--- src/design/dmpr_pkg.sv ---
// Shared constants, codes and divider handshake types of the motor drive unit.
`default_nettype none
package dmpr_pkg;

    localparam int DUTY_MAX   = 100;
    localparam int PWM_PERIOD = 1000;
    localparam int CMP_SCALE  = 10;

    localparam int DUTY_W = 7;
    localparam int CMP_W  = 10;
    localparam int IN_W   = 16;
    localparam int OUT_W  = 48;
    localparam int DIV_W  = 7;

    // command codes
    localparam logic [1:0] CMD_SET  = 2'd0;
    localparam logic [1:0] CMD_TICK = 2'd1;
    localparam logic [1:0] CMD_STOP = 2'd2;

    // direction codes of a set_speed
    localparam logic [1:0] DIR_FWD = 2'd0;
    localparam logic [1:0] DIR_REV = 2'd1;

    // drive modes
    localparam logic [1:0] MODE_STOPPED = 2'd0;
    localparam logic [1:0] MODE_FORWARD = 2'd1;
    localparam logic [1:0] MODE_REVERSE = 2'd2;

    // configuration register indexes
    localparam logic [0:0] CFG_ATTACK    = 1'b0;
    localparam logic [0:0] CFG_THRESHOLD = 1'b1;

    typedef struct packed {
        logic             start;
        logic [DIV_W-1:0] dividend;
        logic [DIV_W-1:0] divisor;
    } t_div_req;

    typedef struct packed {
        logic             done;
        logic [DIV_W-1:0] quotient;
    } t_div_rsp;

endpackage
`default_nettype wire

--- src/design/dmpr_div.sv ---
// Radix-2 restoring divider, one quotient bit per cycle, unsigned operands.
`default_nettype none
module dmpr_div
    import dmpr_pkg::*;
(
    input  wire logic     i_clk,
    input  wire logic     i_rst_n,
    input  wire t_div_req i_req,
    output t_div_rsp      o_rsp
);

    localparam int CNT_W = $clog2(DIV_W);

    logic             r_busy;
    logic             r_done;
    logic [CNT_W-1:0] r_cnt;
    logic [DIV_W-1:0] r_rem;
    logic [DIV_W-1:0] r_quo;
    logic [DIV_W-1:0] r_div;

    logic [DIV_W:0]   trial;
    logic             fits;

    assign trial = {r_rem, r_quo[DIV_W-1]};
    assign fits  = trial >= {1'b0, r_div};

    always_ff @(posedge i_clk) begin
        if (!i_rst_n) begin
            r_busy <= 1'b0;
            r_done <= 1'b0;
            r_cnt  <= '0;
        end else begin
            r_done <= 1'b0;
            if (i_req.start) begin
                r_busy <= 1'b1;
                r_cnt  <= '0;
            end else if (r_busy) begin
                if (r_cnt == CNT_W'(DIV_W - 1)) begin
                    r_busy <= 1'b0;
                    r_done <= 1'b1;
                end else begin
                    r_cnt <= r_cnt + 1'b1;
                end
            end
        end
    end

    always_ff @(posedge i_clk) begin
        if (i_req.start) begin
            r_rem <= '0;
            r_quo <= i_req.dividend;
            r_div <= i_req.divisor;
        end else if (r_busy) begin
            // dividend bits shift out of the top of r_quo as quotient bits shift in
            r_rem <= fits ? DIV_W'(trial - {1'b0, r_div}) : trial[DIV_W-1:0];
            r_quo <= {r_quo[DIV_W-2:0], fits};
        end
    end

    assign o_rsp.done     = r_done;
    assign o_rsp.quotient = r_quo;

endmodule
`default_nettype wire

--- src/design/dual_motor_pwm_speed_ramp_unit.sv ---
// Top level: two-motor H-bridge PWM drive with tick-based speed ramp.
//
//  channel   | direction | payload
//  ----------+-----------+---------------------------------------------------
//  s_axis    | in        | tuser: command; tdata: direction, left, right target
//  m_axis    | out       | tdata: four compares, enables, pwm on, ramp busy
//  cfg       | in        | index 0 attack_step, 1 ramp_threshold; 7-bit data
//
// Ticks and stops go straight from evaluation to the result; a set_speed that
// ramps runs the shared serial divider twice (ramp length, then the slower
// motor's step). s_axis is not ready while a command is in work; a result
// waiting on m_axis holds the next one back.
// Reset is synchronous and active low; config writes are taken every cycle.
`default_nettype none
module dual_motor_pwm_speed_ramp_unit
    import dmpr_pkg::*;
(
    input  wire logic              i_clk,
    input  wire logic              i_rst_n,
    input  wire logic              i_s_axis_tvalid,
    output logic                   o_s_axis_tready,
    input  wire logic [IN_W-1:0]   i_s_axis_tdata,  // [1:0] direction, [8:2] left_target,
                                                    // [15:9] right_target
    input  wire logic [1:0]        i_s_axis_tuser,  // [1:0] command
    output logic                   o_m_axis_tvalid,
    input  wire logic              i_m_axis_tready,
    output logic [OUT_W-1:0]       o_m_axis_tdata,  // [9:0] left_fwd_compare,
                                                    // [19:10] right_fwd_compare,
                                                    // [29:20] left_rev_compare,
                                                    // [39:30] right_rev_compare,
                                                    // [40] left_enable, [41] right_enable,
                                                    // [42] fwd_pwm_on, [43] rev_pwm_on,
                                                    // [44] ramp_busy, [47:45] zero
    input  wire logic              i_cfg_valid,
    output logic                   o_cfg_ready,
    input  wire logic [0:0]        i_cfg_index,
    input  wire logic [DUTY_W-1:0] i_cfg_data
);

    localparam logic [2:0] S_IDLE = 3'd0;
    localparam logic [2:0] S_EVAL = 3'd1;
    localparam logic [2:0] S_DIFF = 3'd2;
    localparam logic [2:0] S_DIV1 = 3'd3;
    localparam logic [2:0] S_DIV2 = 3'd4;
    localparam logic [2:0] S_OUT  = 3'd5;

    localparam logic [DUTY_W-1:0] DMAX = DUTY_W'(DUTY_MAX);

    function automatic logic [DUTY_W-1:0] sat_duty(input logic [DUTY_W-1:0] v);
        return (v > DMAX) ? DMAX : v;
    endfunction

    function automatic logic [DUTY_W-1:0] clamp_sum(input logic signed [16:0] v);
        logic [DUTY_W-1:0] res;
        if (v < 17'sd0) res = '0;
        else if (v > $signed({10'd0, DMAX})) res = DMAX;
        else res = v[DUTY_W-1:0];
        return res;
    endfunction

    function automatic logic [CMP_W-1:0] compare_of(input logic [DUTY_W-1:0] d);
        logic [CMP_W:0] p;
        p = (CMP_W+1)'(d) * (CMP_W+1)'(CMP_SCALE);
        return (p > (CMP_W+1)'(PWM_PERIOD)) ? CMP_W'(PWM_PERIOD) : p[CMP_W-1:0];
    endfunction

    function automatic logic [DUTY_W-1:0] mag(input logic signed [DUTY_W:0] v);
        logic [DUTY_W:0] m;
        m = v[DUTY_W] ? (DUTY_W+1)'(-v) : v;
        return m[DUTY_W-1:0];
    endfunction

    logic [2:0]               r_state;
    logic [1:0]               r_cmd;
    logic [1:0]               r_dir;
    logic [DUTY_W-1:0]        r_lt, r_rt;
    logic [DUTY_W-1:0]        r_attack, r_thresh;
    logic [1:0]               r_mode;
    logic [DUTY_W-1:0]        r_lduty, r_rduty;
    logic [DUTY_W-1:0]        r_lstart, r_rstart;
    logic signed [DUTY_W:0]   r_lstep, r_rstep;
    logic [DUTY_W-1:0]        r_lgoal, r_rgoal;
    logic [DUTY_W-1:0]        r_len, r_idx;
    logic                     r_active;
    logic signed [DUTY_W:0]   r_dl, r_dr;
    logic                     r_left_major;
    logic                     r_out_valid;
    logic [OUT_W-1:0]         r_out_data;

    logic [DUTY_W-1:0]        attack_eff;
    logic signed [DUTY_W:0]   dl, dr;
    logic [DUTY_W-1:0]        al, ar;
    logic [DUTY_W-1:0]        idx_nx;
    logic signed [15:0]       lprod, rprod;
    logic [DUTY_W-1:0]        tick_l, tick_r;
    logic [DUTY_W-1:0]        minor_q;
    logic signed [DUTY_W:0]   minor_step, major_step;
    logic                     fwd, rev;
    logic                     in_acc, out_free;
    t_div_req                 div_req;
    t_div_rsp                 div_rsp;

    assign o_s_axis_tready = (r_state == S_IDLE);
    assign in_acc          = i_s_axis_tvalid && o_s_axis_tready;
    assign out_free        = !r_out_valid || i_m_axis_tready;
    assign o_cfg_ready     = 1'b1;

    assign attack_eff = (r_attack == '0) ? DUTY_W'(1) : r_attack;
    assign dl = $signed({1'b0, r_lt}) - $signed({1'b0, r_lduty});
    assign dr = $signed({1'b0, r_rt}) - $signed({1'b0, r_rduty});
    assign al = mag(dl);
    assign ar = mag(dr);

    // ramp point: start + index * step
    assign idx_nx = r_idx + 1'b1;
    assign lprod  = $signed({1'b0, idx_nx}) * r_lstep;
    assign rprod  = $signed({1'b0, idx_nx}) * r_rstep;
    assign tick_l = clamp_sum(17'(lprod) + $signed({10'd0, r_lstart}));
    assign tick_r = clamp_sum(17'(rprod) + $signed({10'd0, r_rstart}));

    assign minor_q    = div_rsp.quotient;
    assign minor_step = (r_left_major ? r_dr[DUTY_W] : r_dl[DUTY_W])
                        ? -$signed({1'b0, minor_q}) : $signed({1'b0, minor_q});
    assign major_step = (r_left_major ? r_dl[DUTY_W] : r_dr[DUTY_W])
                        ? -$signed({1'b0, attack_eff}) : $signed({1'b0, attack_eff});

    always_comb begin
        div_req = '0;
        if (r_state == S_DIFF) begin
            div_req.start    = !(al < r_thresh && ar < r_thresh);
            div_req.dividend = (al >= ar) ? al : ar;
            div_req.divisor  = attack_eff;
        end else if (r_state == S_DIV1) begin
            div_req.start    = div_rsp.done && (div_rsp.quotient != '0);
            div_req.dividend = r_left_major ? mag(r_dr) : mag(r_dl);
            div_req.divisor  = div_rsp.quotient;
        end
    end

    dmpr_div u_div (
        .i_clk   (i_clk),
        .i_rst_n (i_rst_n),
        .i_req   (div_req),
        .o_rsp   (div_rsp)
    );

    always_ff @(posedge i_clk) begin
        if (!i_rst_n) begin
            r_attack <= DUTY_W'(5);
            r_thresh <= DUTY_W'(10);
        end else if (i_cfg_valid) begin
            unique case (i_cfg_index)
                CFG_ATTACK:    r_attack <= i_cfg_data;
                CFG_THRESHOLD: r_thresh <= i_cfg_data;
                default: ;
            endcase
        end
    end

    always_ff @(posedge i_clk) begin
        if (in_acc) begin
            r_cmd <= i_s_axis_tuser;
            r_dir <= i_s_axis_tdata[1:0];
            r_lt  <= sat_duty(i_s_axis_tdata[8:2]);
            r_rt  <= sat_duty(i_s_axis_tdata[15:9]);
        end
        if (r_state == S_DIFF) begin
            r_dl         <= dl;
            r_dr         <= dr;
            r_left_major <= (al >= ar);
        end
    end

    assign fwd = (r_mode == MODE_FORWARD);
    assign rev = (r_mode == MODE_REVERSE);

    always_ff @(posedge i_clk) begin
        if (!i_rst_n) begin
            r_state     <= S_IDLE;
            r_mode      <= MODE_STOPPED;
            r_lduty     <= '0;
            r_rduty     <= '0;
            r_lstart    <= '0;
            r_rstart    <= '0;
            r_lstep     <= '0;
            r_rstep     <= '0;
            r_lgoal     <= '0;
            r_rgoal     <= '0;
            r_len       <= '0;
            r_idx       <= '0;
            r_active    <= 1'b0;
        end else begin
            unique case (r_state)
                S_IDLE: begin
                    if (in_acc) r_state <= S_EVAL;
                end
                S_EVAL: begin
                    r_state <= S_OUT;
                    if (r_cmd == CMD_STOP ||
                        (r_cmd == CMD_SET && r_dir != DIR_FWD && r_dir != DIR_REV)) begin
                        r_mode   <= MODE_STOPPED;
                        r_lduty  <= '0;
                        r_rduty  <= '0;
                        r_active <= 1'b0;
                        r_idx    <= '0;
                    end else if (r_cmd == CMD_SET) begin
                        // direction change: stop first, ramp starts from zero
                        if (r_mode != r_dir + 2'd1) begin
                            r_mode  <= r_dir + 2'd1;
                            r_lduty <= '0;
                            r_rduty <= '0;
                        end
                        r_active <= 1'b0;
                        r_idx    <= '0;
                        r_state  <= S_DIFF;
                    end else if (r_cmd == CMD_TICK && r_active) begin
                        if (idx_nx >= r_len) begin
                            r_lduty  <= r_lgoal;
                            r_rduty  <= r_rgoal;
                            r_active <= 1'b0;
                            r_idx    <= '0;
                        end else begin
                            r_lduty <= tick_l;
                            r_rduty <= tick_r;
                            r_idx   <= idx_nx;
                        end
                    end
                end
                S_DIFF: begin
                    if (!div_req.start) begin
                        r_lduty <= r_lt;
                        r_rduty <= r_rt;
                        r_state <= S_OUT;
                    end else begin
                        r_state <= S_DIV1;
                    end
                end
                S_DIV1: begin
                    if (div_rsp.done) begin
                        if (div_rsp.quotient == '0) begin
                            r_lduty <= r_lt;
                            r_rduty <= r_rt;
                            r_state <= S_OUT;
                        end else begin
                            r_len   <= div_rsp.quotient;
                            r_state <= S_DIV2;
                        end
                    end
                end
                S_DIV2: begin
                    if (div_rsp.done) begin
                        r_lstep  <= r_left_major ? major_step : minor_step;
                        r_rstep  <= r_left_major ? minor_step : major_step;
                        r_lstart <= r_lduty;
                        r_rstart <= r_rduty;
                        r_lgoal  <= r_lt;
                        r_rgoal  <= r_rt;
                        r_active <= 1'b1;
                        r_state  <= S_OUT;
                    end
                end
                S_OUT: begin
                    if (out_free) begin
                        r_state <= S_IDLE;
                    end
                end
                default: r_state <= S_IDLE;
            endcase
        end
    end

    // result beat: loaded from S_OUT, dropped once taken
    always_ff @(posedge i_clk) begin
        if (!i_rst_n) begin
            r_out_valid <= 1'b0;
        end else if (r_state == S_OUT && out_free) begin
            r_out_valid <= 1'b1;
        end else if (i_m_axis_tready) begin
            r_out_valid <= 1'b0;
        end
    end

    always_ff @(posedge i_clk) begin
        if (r_state == S_OUT && out_free) begin
            r_out_data <= {3'b000, r_active, rev, fwd, fwd || rev, fwd || rev,
                           rev ? compare_of(r_rduty) : CMP_W'(0),
                           rev ? compare_of(r_lduty) : CMP_W'(0),
                           fwd ? compare_of(r_rduty) : CMP_W'(0),
                           fwd ? compare_of(r_lduty) : CMP_W'(0)};
        end
    end

    assign o_m_axis_tvalid = r_out_valid;
    assign o_m_axis_tdata  = r_out_data;

endmodule
`default_nettype wire

--- config.mk ---
export PLATFORM = sky130hd
export DESIGN_NAME = dual_motor_pwm_speed_ramp_unit
export DESIGN_NICKNAME = d
export VERILOG_FILES = /design/src/design/dmpr_pkg.sv /design/src/design/dmpr_div.sv /design/src/design/dual_motor_pwm_speed_ramp_unit.sv
export SDC_FILE = /design/constraint.sdc
export NUM_CORES = 1
export LEC_CHECK = 0
export ABC_AREA = 1
export ABC_CLOCK_PERIOD_IN_PS = 6400
export BUFFER_PORTS_ARGS = -buffer_cell sky130_fd_sc_hd__buf_2
export CAP_MARGIN = 15
export CORE_MARGIN = 2
export CORE_UTILIZATION = 28
export CTS_CLUSTER_SIZE = 8
export DETAILED_ROUTE_END_ITERATION = 6
export GPL_ROUTABILITY_DRIVEN = 1
export SKIP_CTS_REPAIR_TIMING = 1
export SYNTH_ARGS = -nofsm -noshare
export SYNTH_HDL_FRONTEND = slang
export SYNTH_HIERARCHICAL = 1
export SYNTH_SLANG_ARGS = --single-unit
--- constraint.sdc ---
create_clock -name i_clk -period 6.4 [get_ports i_clk]
set_input_delay 1.92 -clock i_clk [delete_from_list [all_inputs] [get_ports i_clk]]
set_output_delay 1.92 -clock i_clk [all_outputs]
set_load 0.02 [all_outputs]
==> impl_metrics.json, run 1 <==
{
  "yosys_most_used_dff": "dfxtp_1",
  "ys_ff_latch": 194,
  "yosys.area.top_type": "edfxtp_1",
  "clockRootBuffer": "clkbuf_16",
  "die_width_um": 245,
  "cap_viol_max_count": 0,
  "power_density_nw_per_um2": 316,
  "path_class": "reg -> reg",
  "synth_warnings": 6,
  "max_stage_delay_ps": 540,
  "port_buffers": 73,
  "critPathMaxFanout": 11,
  "setup_viol": 0,
  "clock_latency_ps": 460,
  "worstReg2RegStart": "r_idx[0]",
  "r2r_end": "r_lduty[4]",
  "cpMostUsedCell": "nand2_1",
  "area_growth_pct": 10.5,
  "start_util": 0.282,
  "timing.final.crit_share": 0.892,
  "leakage_uw": 0.00901,
  "io_pins": 82,
  "async_flop_share": 0,
  "ant_nets": 0,
  "drtIter0Drc": 812,
  "worstHoldEndpoint": "u_div/r_rem[6]",
  "yosys-top-cells-area": "edfxtp_1 (16%), dfxtp_1 (13%), ha_1 (13%), nand2_1 (12%), fa_1 (9.8%)",
  "die_h_um": 245,
  "holdWs_ps": 469,
  "finalNetCount": 2492,
  "fin_crit_ps": 5710,
  "cts_buffers": 17,
  "drive_gt1_frac": 0.0825,
  "fp.coreArea_um2": 57500,
  "grt_pass1_wl_mm": 67.5,
  "r2r_slack_ps": 690,
  "htree_levels": 4,
  "hp-start": "u_div/r_rem[6]",
  "crit_path_end_kind": "flop",
  "yosysTopAreaCellShare": 0.165,
  "grt-ovfl-total": 0,
  "finalSetupTns_ps": 0,
  "syn_area_um2": 16200,
  "rows": 88,
  "synth.top_cells.by_count": "nand2_1 (527), inv_1 (406), nor2_1 (192), ha_1 (164), a21oi_1 (126)",
  "syn_avg_cell_area_um2": 7.47,
  "slew_violations": 0,
  "grt_start_max_net_pins": 77,
  "dpl_cell_area_um2": 17300,
  "clk_pin_slew_worst_paths_ps": 80,
  "hold_path_depth": 2,
  "fmax_ghz": 0.175,
  "grt.total_usage": 0.140,
  "synth_enable_flop_cells": 89,
  "synth_most_common_cell": "nand2_1",
  "clock-sinks": 194,
  "outcome": "finished clean",
  "cp.arrival_ps": 6110,
  "routed_via_density": 4.50,
  "vias": 13500,
  "rsz0062_at_grt": "no",
  "crit_path_start_kind": "flop",
  "tritoncts": "done",
  "vdd_drop_max_mv": 0.219,
  "hold_path_class": "reg -> reg",
  "hpwl_mm": 32.5,
  "first_global_vias": 13400,
  "drt_pre_antenna_iters": 5,
  "hold_viol_final": 0,
  "ys_types": 58,
  "worst_path_max_delay_cell": "fa_1",
  "cts_buffer_depth": 2,
  "finalInstanceArea_um2": 17900,
  "cp_data_required_time_ps": 6800,
  "yosysSeqAreaShare": 0.295,
  "skew_ps": 13.3,
  "routed_wl_mm": 40.4,
  "drcViolationCount": 0,
  "worst_slack_ps": 690,
  "dieArea_um2": 59800,
  "tightestPinTransition_ps": 1140,
  "antenna_cells": 0,
  "synthCells": 2169,
  "fin_util": 0.311,
  "gp_congestion": 0.906,
  "antenna_found_initial": 0,
  "preCtsSetupSlack_ps": 734,
  "routedWlPerCell_um": 13.5,
  "rr_worst_depth": 30,
  "slew_headroom": 0.235
}
## layout make-up
type	instances	area, um2
fill	6269	39600
multi-input combinational	1499	9560
inverter	423	1590
clock buffer	19	464
sequential	194	4770
timing repair buffer	83	440
tap	765	957
clock inverter	13	115
## sequential cells by signal, indices dropped and copies added, names as in the netlist, 8 cells and up
signal and count:
r_dl 8, r_rstep 8, r_dr 8, r_lstep 8
o_m_axis_tdata 40
## how the worst max path moves through the flow
| stage | startpoint | endpoint | slack [ps] | cells past startpoint |
|---|---|---|---|---|
| floorplan | r_idx[0] | r_lduty[0] | 1370 | 29 |
| global placement | r_idx[0] | r_lduty[4] | 860 | 30 |
| detailed placement | r_idx[0] | r_lduty[4] | 730 | 30 |
| CTS | r_idx[0] | r_lduty[4] | 720 | 30 |
| global route | r_idx[0] | r_rduty[1] | 130 | 29 |
| finish | r_idx[0] | r_lduty[4] | 690 | 30 |
## cells in the final DEF (no fill, tap or decap), types with 6 or more instances in the layout
cell type	synthesis	layout
a31oi_1	6	6
inv_2	9	9
o211ai_1	13	13
nand4_1	25	25
o22ai_1	11	11
nand3_1	102	102
clkbuf_16	0	18
xor2_1	29	29
conb_1	2	8
dfxtp_1	105	105
edfxtp_1	89	89
nand3b_1	7	7
buf_2	10	73
fa_1	79	79
a21oi_2	14	14
or2_2	8	8
xnor2_1	9	9
ha_1	164	164
buf_4	12	10
nand2_1	527	527
nor2_2	8	8
clkinv_1	7	7
o21ai_0	92	92
a21oi_1	126	126
nor2_1	192	191
nor3_1	18	18
nand2_2	7	7
inv_1	406	407
nand3_2	6	6
## cell families after synthesis
logic type	count (synthesis)	share of synthesized area
AND/OR/NAND/NOR	917	0.240
adder cells (fa/ha/maj)	243	0.224
other	2	0.000464
flip-flops	194	0.295
buffers and inverters	482	0.117
AO/OA/AOI/OAI	292	0.102
XOR/XNOR	39	0.0216
## per-layer routing
layer | track usage | vias up | routed length [um]
li1 | - | 6948 | -
met1 | 0.177 | 6196 | 18600
met2 | 0.237 | 256 | 19000
met3 | 0.0182 | 70 | 1330
met4 | 0.0631 | 0 | 1470
met5 | 0 | - | 0
## where the power goes
part	switching, uW	internal (uW)
Clock	521	546
Combinational	1950	984
Sequential	135	1520
## stage by stage
step | instances | total power, uW
3_5_place_dp | 2964 | 4610
4_1_cts | 2996 | 5700
2_1_floorplan | 2175 | 3820
3_3_place_gp | 2964 | 4590
5_1_grt | 2996 | 6200
6_report | 2996 | 5660
## worst max-delay path: cells and delay by family (launching register included)
kind,cells,cell delay [ps]
flops,1,350
fa+ha+maj,6,2380
simple gates,18,2110
compound gates,1,170
buf+inv,5,610
Note: power is estimated with default switching activity, not from simulation.
==> inputs of run 2 (changes only) <==
--- a/config.mk
+++ b/config.mk
@@ -5,7 +5,6 @@
 export SDC_FILE = /design/constraint.sdc
 export NUM_CORES = 1
 export LEC_CHECK = 0
-export ABC_AREA = 1
 export ABC_CLOCK_PERIOD_IN_PS = 6400
 export BUFFER_PORTS_ARGS = -buffer_cell sky130_fd_sc_hd__buf_2
 export CAP_MARGIN = 15
==> run 2 against run 1 <==
Effect of this change:
- utilization up 0.39 points
- routed wire length increased by 4.1%
- combinational power fell by 52%
- largest cell class unchanged
- largest power group is now registers
==> impl_metrics.json, run 2 <==
{
  "outcome": "finished clean",
  "io_pins": 82,
  "place_inst": 2565,
  "critPathMaxFanout": 9,
  "power_density_nw_per_um2": 224,
  "slew_violations": 0,
  "cp.arrival_ps": 6500,
  "syn_avg_cell_area_um2": 8.96,
  "hold_path_class": "reg -> reg",
  "path_class": "reg -> reg",
  "cp_top_family": "adder cells",
  "synth.top_cells.by_count": "inv_1 (200), nand2_1 (198), ha_1 (164), nor2_1 (124), a21oi_1 (109)",
  "critPathBufInv": 5,
  "drt_pre_antenna_iters": 7,
  "cts_buffers": 17,
  "htree_levels": 4,
  "yosys.area.top_type": "edfxtp_1",
  "drive_gt1_frac": 0.0987,
  "synth_warnings": 6,
  "r2r_end": "r_lduty[2]",
  "clock_latency_ps": 460,
  "worstReg2RegStart": "r_idx[0]",
  "vias": 12800,
  "port_buffers": 73,
  "finalNetCount": 2105,
  "synth_most_common_cell": "inv_1",
  "nFillCells": 5964,
  "synthCells": 1783,
  "tightestPinTransition_ps": 1080,
  "rr_worst_depth": 22,
  "die_h_um": 243,
  "yosysTopAreaCellShare": 0.167,
  "rows": 87,
  "drtIter0Drc": 865,
  "cpMostUsedCell": "fa_1",
  "yosys_most_used_dff": "dfxtp_1",
  "first_global_vias": 12900,
  "holdWs_ps": 459,
  "crit_path_start_kind": "flop",
  "dieArea_um2": 59000,
  "vdd_drop_max_mv": 0.204,
  "async_flop_share": 0,
  "area_growth_pct": 11.3,
  "antenna_found_initial": 0,
  "slew_headroom": 0.272,
  "clock-sinks": 194,
  "tritoncts": "done",
  "clk_pin_slew_worst_paths_ps": 90,
  "max_stage_delay_ps": 550,
  "ant_nets": 0,
  "yosysSeqAreaShare": 0.299,
  "leakage_uw": 0.00764,
  "timing.final.crit_share": 0.960,
  "hold_viol_final": 0,
  "fp.coreArea_um2": 56400,
  "start_util": 0.283,
  "hold_path_depth": 2,
  "largest_register_ffs": 40,
  "grt.total_usage": 0.146,
  "fin_crit_ps": 6140,
  "cp_data_required_time_ps": 6760,
  "layout_common_cells": "inv_1 (199), nand2_1 (198), ha_1 (164)",
  "hpwl_mm": 33.3,
  "routed_wl_mm": 42.1,
  "path_cells": "ha_1, nand3_1, nor2_2, xor2_2, buf_4, buf_4, and2_1, fa_1, fa_1, fa_1, inv_1, fa_1, inv_1, ha_1, and3_1, nand3b_1, a21o_1, a221o_1, nor4b_2, nand4_1, buf_4, o311a_1",
  "final_common_cell": "inv_1",
  "cts_buffer_depth": 2,
  "yosys-top-cells-area": "edfxtp_1 (17%), dfxtp_1 (13%), ha_1 (13%), fa_1 (9.9%), inv_1 (4.7%)",
  "crit_path_end_kind": "flop",
  "r2r_slack_ps": 260,
  "ys_ff_latch": 194,
  "fmax_ghz": 0.163,
  "hp-start": "r_rstart[1]",
  "ys_types": 87,
  "worstHoldEndpoint": "r_rstart[1]",
  "drcViolationCount": 0,
  "syn_area_um2": 16000,
  "cap_viol_max_count": 0,
  "grt_pass1_wl_mm": 69.3,
  "grt_start_max_net_pins": 52,
  "fin_cells": 2601,
  "grt-ovfl-total": 0,
  "synth_enable_flop_cells": 89,
  "routedWlPerCell_um": 16.2,
  "skew_ps": 17.8,
  "clockRootBuffer": "clkbuf_16",
  "routed_via_density": 4.94,
  "die_width_um": 243,
  "gp_congestion": 0.891,
  "worst_path_max_delay_cell": "fa_1",
  "setup_viol": 0
}
-- run 2: cell count changes after synthesis, sizes merged, moves of 37 or more --
cell   previous run  this run
and2              1        54
inv             416       201
nand2           535       198
nand3           109        40
nor2            204       125
nor2b             0        37
o21ai            97        60
xnor2             9        46
-- run 2: routing by layer --
| metal | part of all wire | track usage | vias up |
|---|---|---|---|
| li1 | - | - | 6249 |
| met1 | 0.48 | 0.202 | 6230 |
| met2 | 0.45 | 0.233 | 316 |
| met3 | 0.050 | 0.0241 | 53 |
| met4 | 0.022 | 0.0415 | 0 |
| met5 | 0 | 0 | - |
-- run 2: through the flow --
step	utilization	power, uW	setup slack, ps	setup TNS, ps	cell area, um2
6_report	0.315	3990	259	0	17800
5_1_grt	0.315	4240	-58.0	-77.0	17800
4_1_cts	0.314	4010	-53.2	-53.2	17700
3_5_place_dp	0.304	2910	-30.2	-30.2	17200
3_3_place_gp	0.304	2870	94.7	0	17200
2_1_floorplan	-	2560	240	0	16000
-- run 2: power breakdown --
part,total [uW],internal (uW),leakage (uW),switching [uW]
clock,1090,527,0.000286,564
sequential,1500,1400,0.00171,101
combinational,1400,569,0.00564,832
-- run 2: logic make-up (layout without fill, tap and decap cells) --
| family | count (synthesis) | in the layout | share of synthesized area |
|---|---|---|---|
| simple gates | 585 | 585 | 0.179 |
| compound gates | 367 | 367 | 0.157 |
| buf+inv | 278 | 333 | 0.0692 |
| fa+ha+maj | 243 | 243 | 0.227 |
| flops | 194 | 194 | 0.299 |
| xor+xnor | 67 | 67 | 0.0367 |
| mux | 47 | 47 | 0.0317 |
| other cells | 2 | 9 | 0.000470 |
-- run 2: worst max-delay path by stage --
stage,endpoint,cells after the start,from
floorplan,r_rduty[0],21,r_idx[0]
global placement,r_rduty[6],20,r_idx[0]
detailed placement,r_rduty[6],20,r_idx[0]
CTS,r_rduty[6],20,r_idx[0]
global route,r_lduty[2],22,r_idx[0]
finish,r_lduty[2],22,r_idx[0]
-- run 2: worst register-to-register path: stages (launching register included) --
cell      delay, ps
dfxtp_2         410
ha_1            250
nand3_1         150
nor2_2          180
xor2_2          240
buf_4           160
buf_4           140
and2_1          160
fa_1            440
fa_1            470
fa_1            550
inv_1            60
fa_1            540
inv_1            50
ha_1            380
and3_1          260
nand3b_1        160
a21o_1          210
a221o_1         310
nor4b_2         300
nand4_1         130
buf_4           190
o311a_1         320
-- run 2: cell type report --
type	count	area (um2)	share of cell area
clock inverters	15	155	0.00872
flip-flops and latches	194	4780	0.269
diodes	1	2.50	0.000141
inverters	202	758	0.0426
repair buffers	99	561	0.0315
clock buffers	17	425	0.0239
well taps	756	946	0.0532
multi-input cells	1317	10200	0.571
==> inputs of run 3 (changes only) <==
--- a/config.mk
+++ b/config.mk
@@ -5,11 +5,12 @@
 export SDC_FILE = /design/constraint.sdc
 export NUM_CORES = 1
 export LEC_CHECK = 0
-export ABC_CLOCK_PERIOD_IN_PS = 6400
+export ABC_CLOCK_PERIOD_IN_PS = 6000
 export BUFFER_PORTS_ARGS = -buffer_cell sky130_fd_sc_hd__buf_2
 export CAP_MARGIN = 15
 export CORE_MARGIN = 2
 export CORE_UTILIZATION = 28
+export CTS_BUF_LIST = sky130_fd_sc_hd__clkbuf_4
 export CTS_CLUSTER_SIZE = 8
 export DETAILED_ROUTE_END_ITERATION = 6
 export GPL_ROUTABILITY_DRIVEN = 1
==> constraint.sdc (replaced) <==
create_clock -name i_clk -period 6 [get_ports i_clk]
set_input_delay 1.8 -clock i_clk [delete_from_list [all_inputs] [get_ports i_clk]]
set_output_delay 1.8 -clock i_clk [all_outputs]
set_load 0.02 [all_outputs]
==> run 3 against run 2 <==
Effect of this change:
- non-clock buffer count up 27
- largest power group unchanged
- first-iteration DRC count up 8.0%
- routed wire length rose by 1.5%
==> impl_metrics.json, run 3 (same netlist as run 2, synthesis figures left out) <==
{
  "drtIter0Drc": 934,
  "drt_pre_antenna_iters": 5,
  "antenna_found_initial": 3,
  "fin_util": 0.317,
  "final_common_cell": "nand2_1",
  "grt_start_max_net_pins": 43,
  "hpwl_mm": 33.7,
  "vias": 13000,
  "timing.final.crit_share": 0.996,
  "routed_via_density": 4.96,
  "rsz0062_at_grt": "yes",
  "htree_levels": 4,
  "crit_path_end_kind": "flop",
  "start_util": 0.283,
  "first_global_vias": 12900,
  "fin_crit_ps": 5970,
  "skew_ps": 27.5,
  "grt_pass1_wl_mm": 68.9,
  "power_density_nw_per_um2": 214,
  "grt.total_usage": 0.145,
  "cap_viol_max_count": 0,
  "gp_congestion": 0.927,
  "clock_latency_ps": 640,
  "grt-ovfl-total": 0,
  "port_buffers": 73,
  "cp_data_required_time_ps": 6580,
  "clock-sinks": 194,
  "cts_buffers": 17,
  "ant_nets": 0,
  "routedWlPerCell_um": 16.2,
  "outcome": "finished clean",
  "leakage_uw": 0.00765,
  "hold_path_class": "reg -> reg",
  "rows": 87,
  "area_growth_pct": 11.9,
  "fmax_ghz": 0.167,
  "finalNetCount": 2132,
  "routed_wl_mm": 42.7,
  "cp.arrival_ps": 6550,
  "worst_slack_ps": 25.6,
  "cts_buffer_depth": 2,
  "clockRootBuffer": "clkbuf_4",
  "layout_common_cells": "nand2_1 (198), inv_1 (197), ha_1 (160)",
  "die_width_um": 243,
  "critPathMaxFanout": 11,
  "path_class": "reg -> reg",
  "crit_path_start_kind": "flop",
  "setup_viol": 0,
  "die_h_um": 243,
  "tritoncts": "done",
  "io_pins": 82,
  "fp.coreArea_um2": 56400,
  "drcViolationCount": 0,
  "slew_violations": 0,
  "tightestPinTransition_ps": 1070,
  "dieArea_um2": 59000,
  "drive_gt1_frac": 0.122,
  "clk_pin_slew_worst_paths_ps": 180,
  "slew_headroom": 0.284,
  "preCtsSetupSlack_ps": -178,
  "vdd_drop_max_mv": 0.109,
  "hold_viol_final": 0,
  "largest_register_ffs": 40
}
==> run 3: cell count changes in the layout (fill, tap and decap cells not counted), moves of 4 or more <==
| cell | delta |
|---|---|
| buf_4 | +21 |
| ha_1 | -4 |
| inv_8 | -4 |
| buf_6 | +4 |
| ha_4 | +4 |
| clkbuf_4 | +18 |
| clkbuf_16 | -17 |
==> run 3: final timing paths <==
path / startpoint / end / slack, ps / cells past startpoint
min: r_lgoal[6] / r_lgoal[6] / 470 / 2
max reg2reg: r_idx[0] / r_rduty[0] / 30 / 17
min reg2reg: r_lgoal[6] / r_lgoal[6] / 470 / 2
max: r_idx[0] / r_rduty[0] / 30 / 17
==> run 3: area by class of cell <==
class                           instances  area, um2
Fill cell                            5951      38500
Multi-Input combinational cell       1317      10300
Sequential cell                       194       4790
Tap cell                              756        946
Timing Repair Buffer                  126        803
Inverter                              202        758
Clock inverter                         14        141
Clock buffer                           18        135
Antenna cell                            2       5.00
==> run 3: through the flow <==
step / total power (uW) / instance area, um2 / TNS, ps / hold slack, ps / cells
finish: 3820 / 17900 / 0 / 469 / 2629
global route: 4080 / 17900 / -527 / 486 / 2628
CTS: 3840 / 17600 / -1020 / 468 / 2615
detailed placement: 3130 / 17300 / -562 / 447 / 2583
global placement: 3060 / 17300 / 0 / 442 / 2583
floorplan: 2730 / 16000 / 0 / 416 / 1789
==> run 3: routing by layer <==
metal,part of all wire,track usage
met5,0.00030,0
met4,0.018,0.0319
met3,0.056,0.0270
met2,0.46,0.237
met1,0.47,0.198
==> run 3: critical path, stage by stage (launching register included) <==
cell and delay [ps]:
dfxtp_4 400, ha_4 180, buf_4 140, xor2_2 210, buf_6 200, nand2_1 90, fa_1 510, inv_1 40
ha_1 290, ha_1 330, fa_1 570, ha_1 270, fa_1 530, o31ai_1 700, o2111ai_2 160, a2111o_1 470
or4_4 590, a211oi_2 210
==> run 3: power breakdown <==
part	internal, uW	total [uW]	switching (uW)
combinational	616	1520	904
clock	191	710	519
sequential	1490	1600	105
total	2300	3820	1530
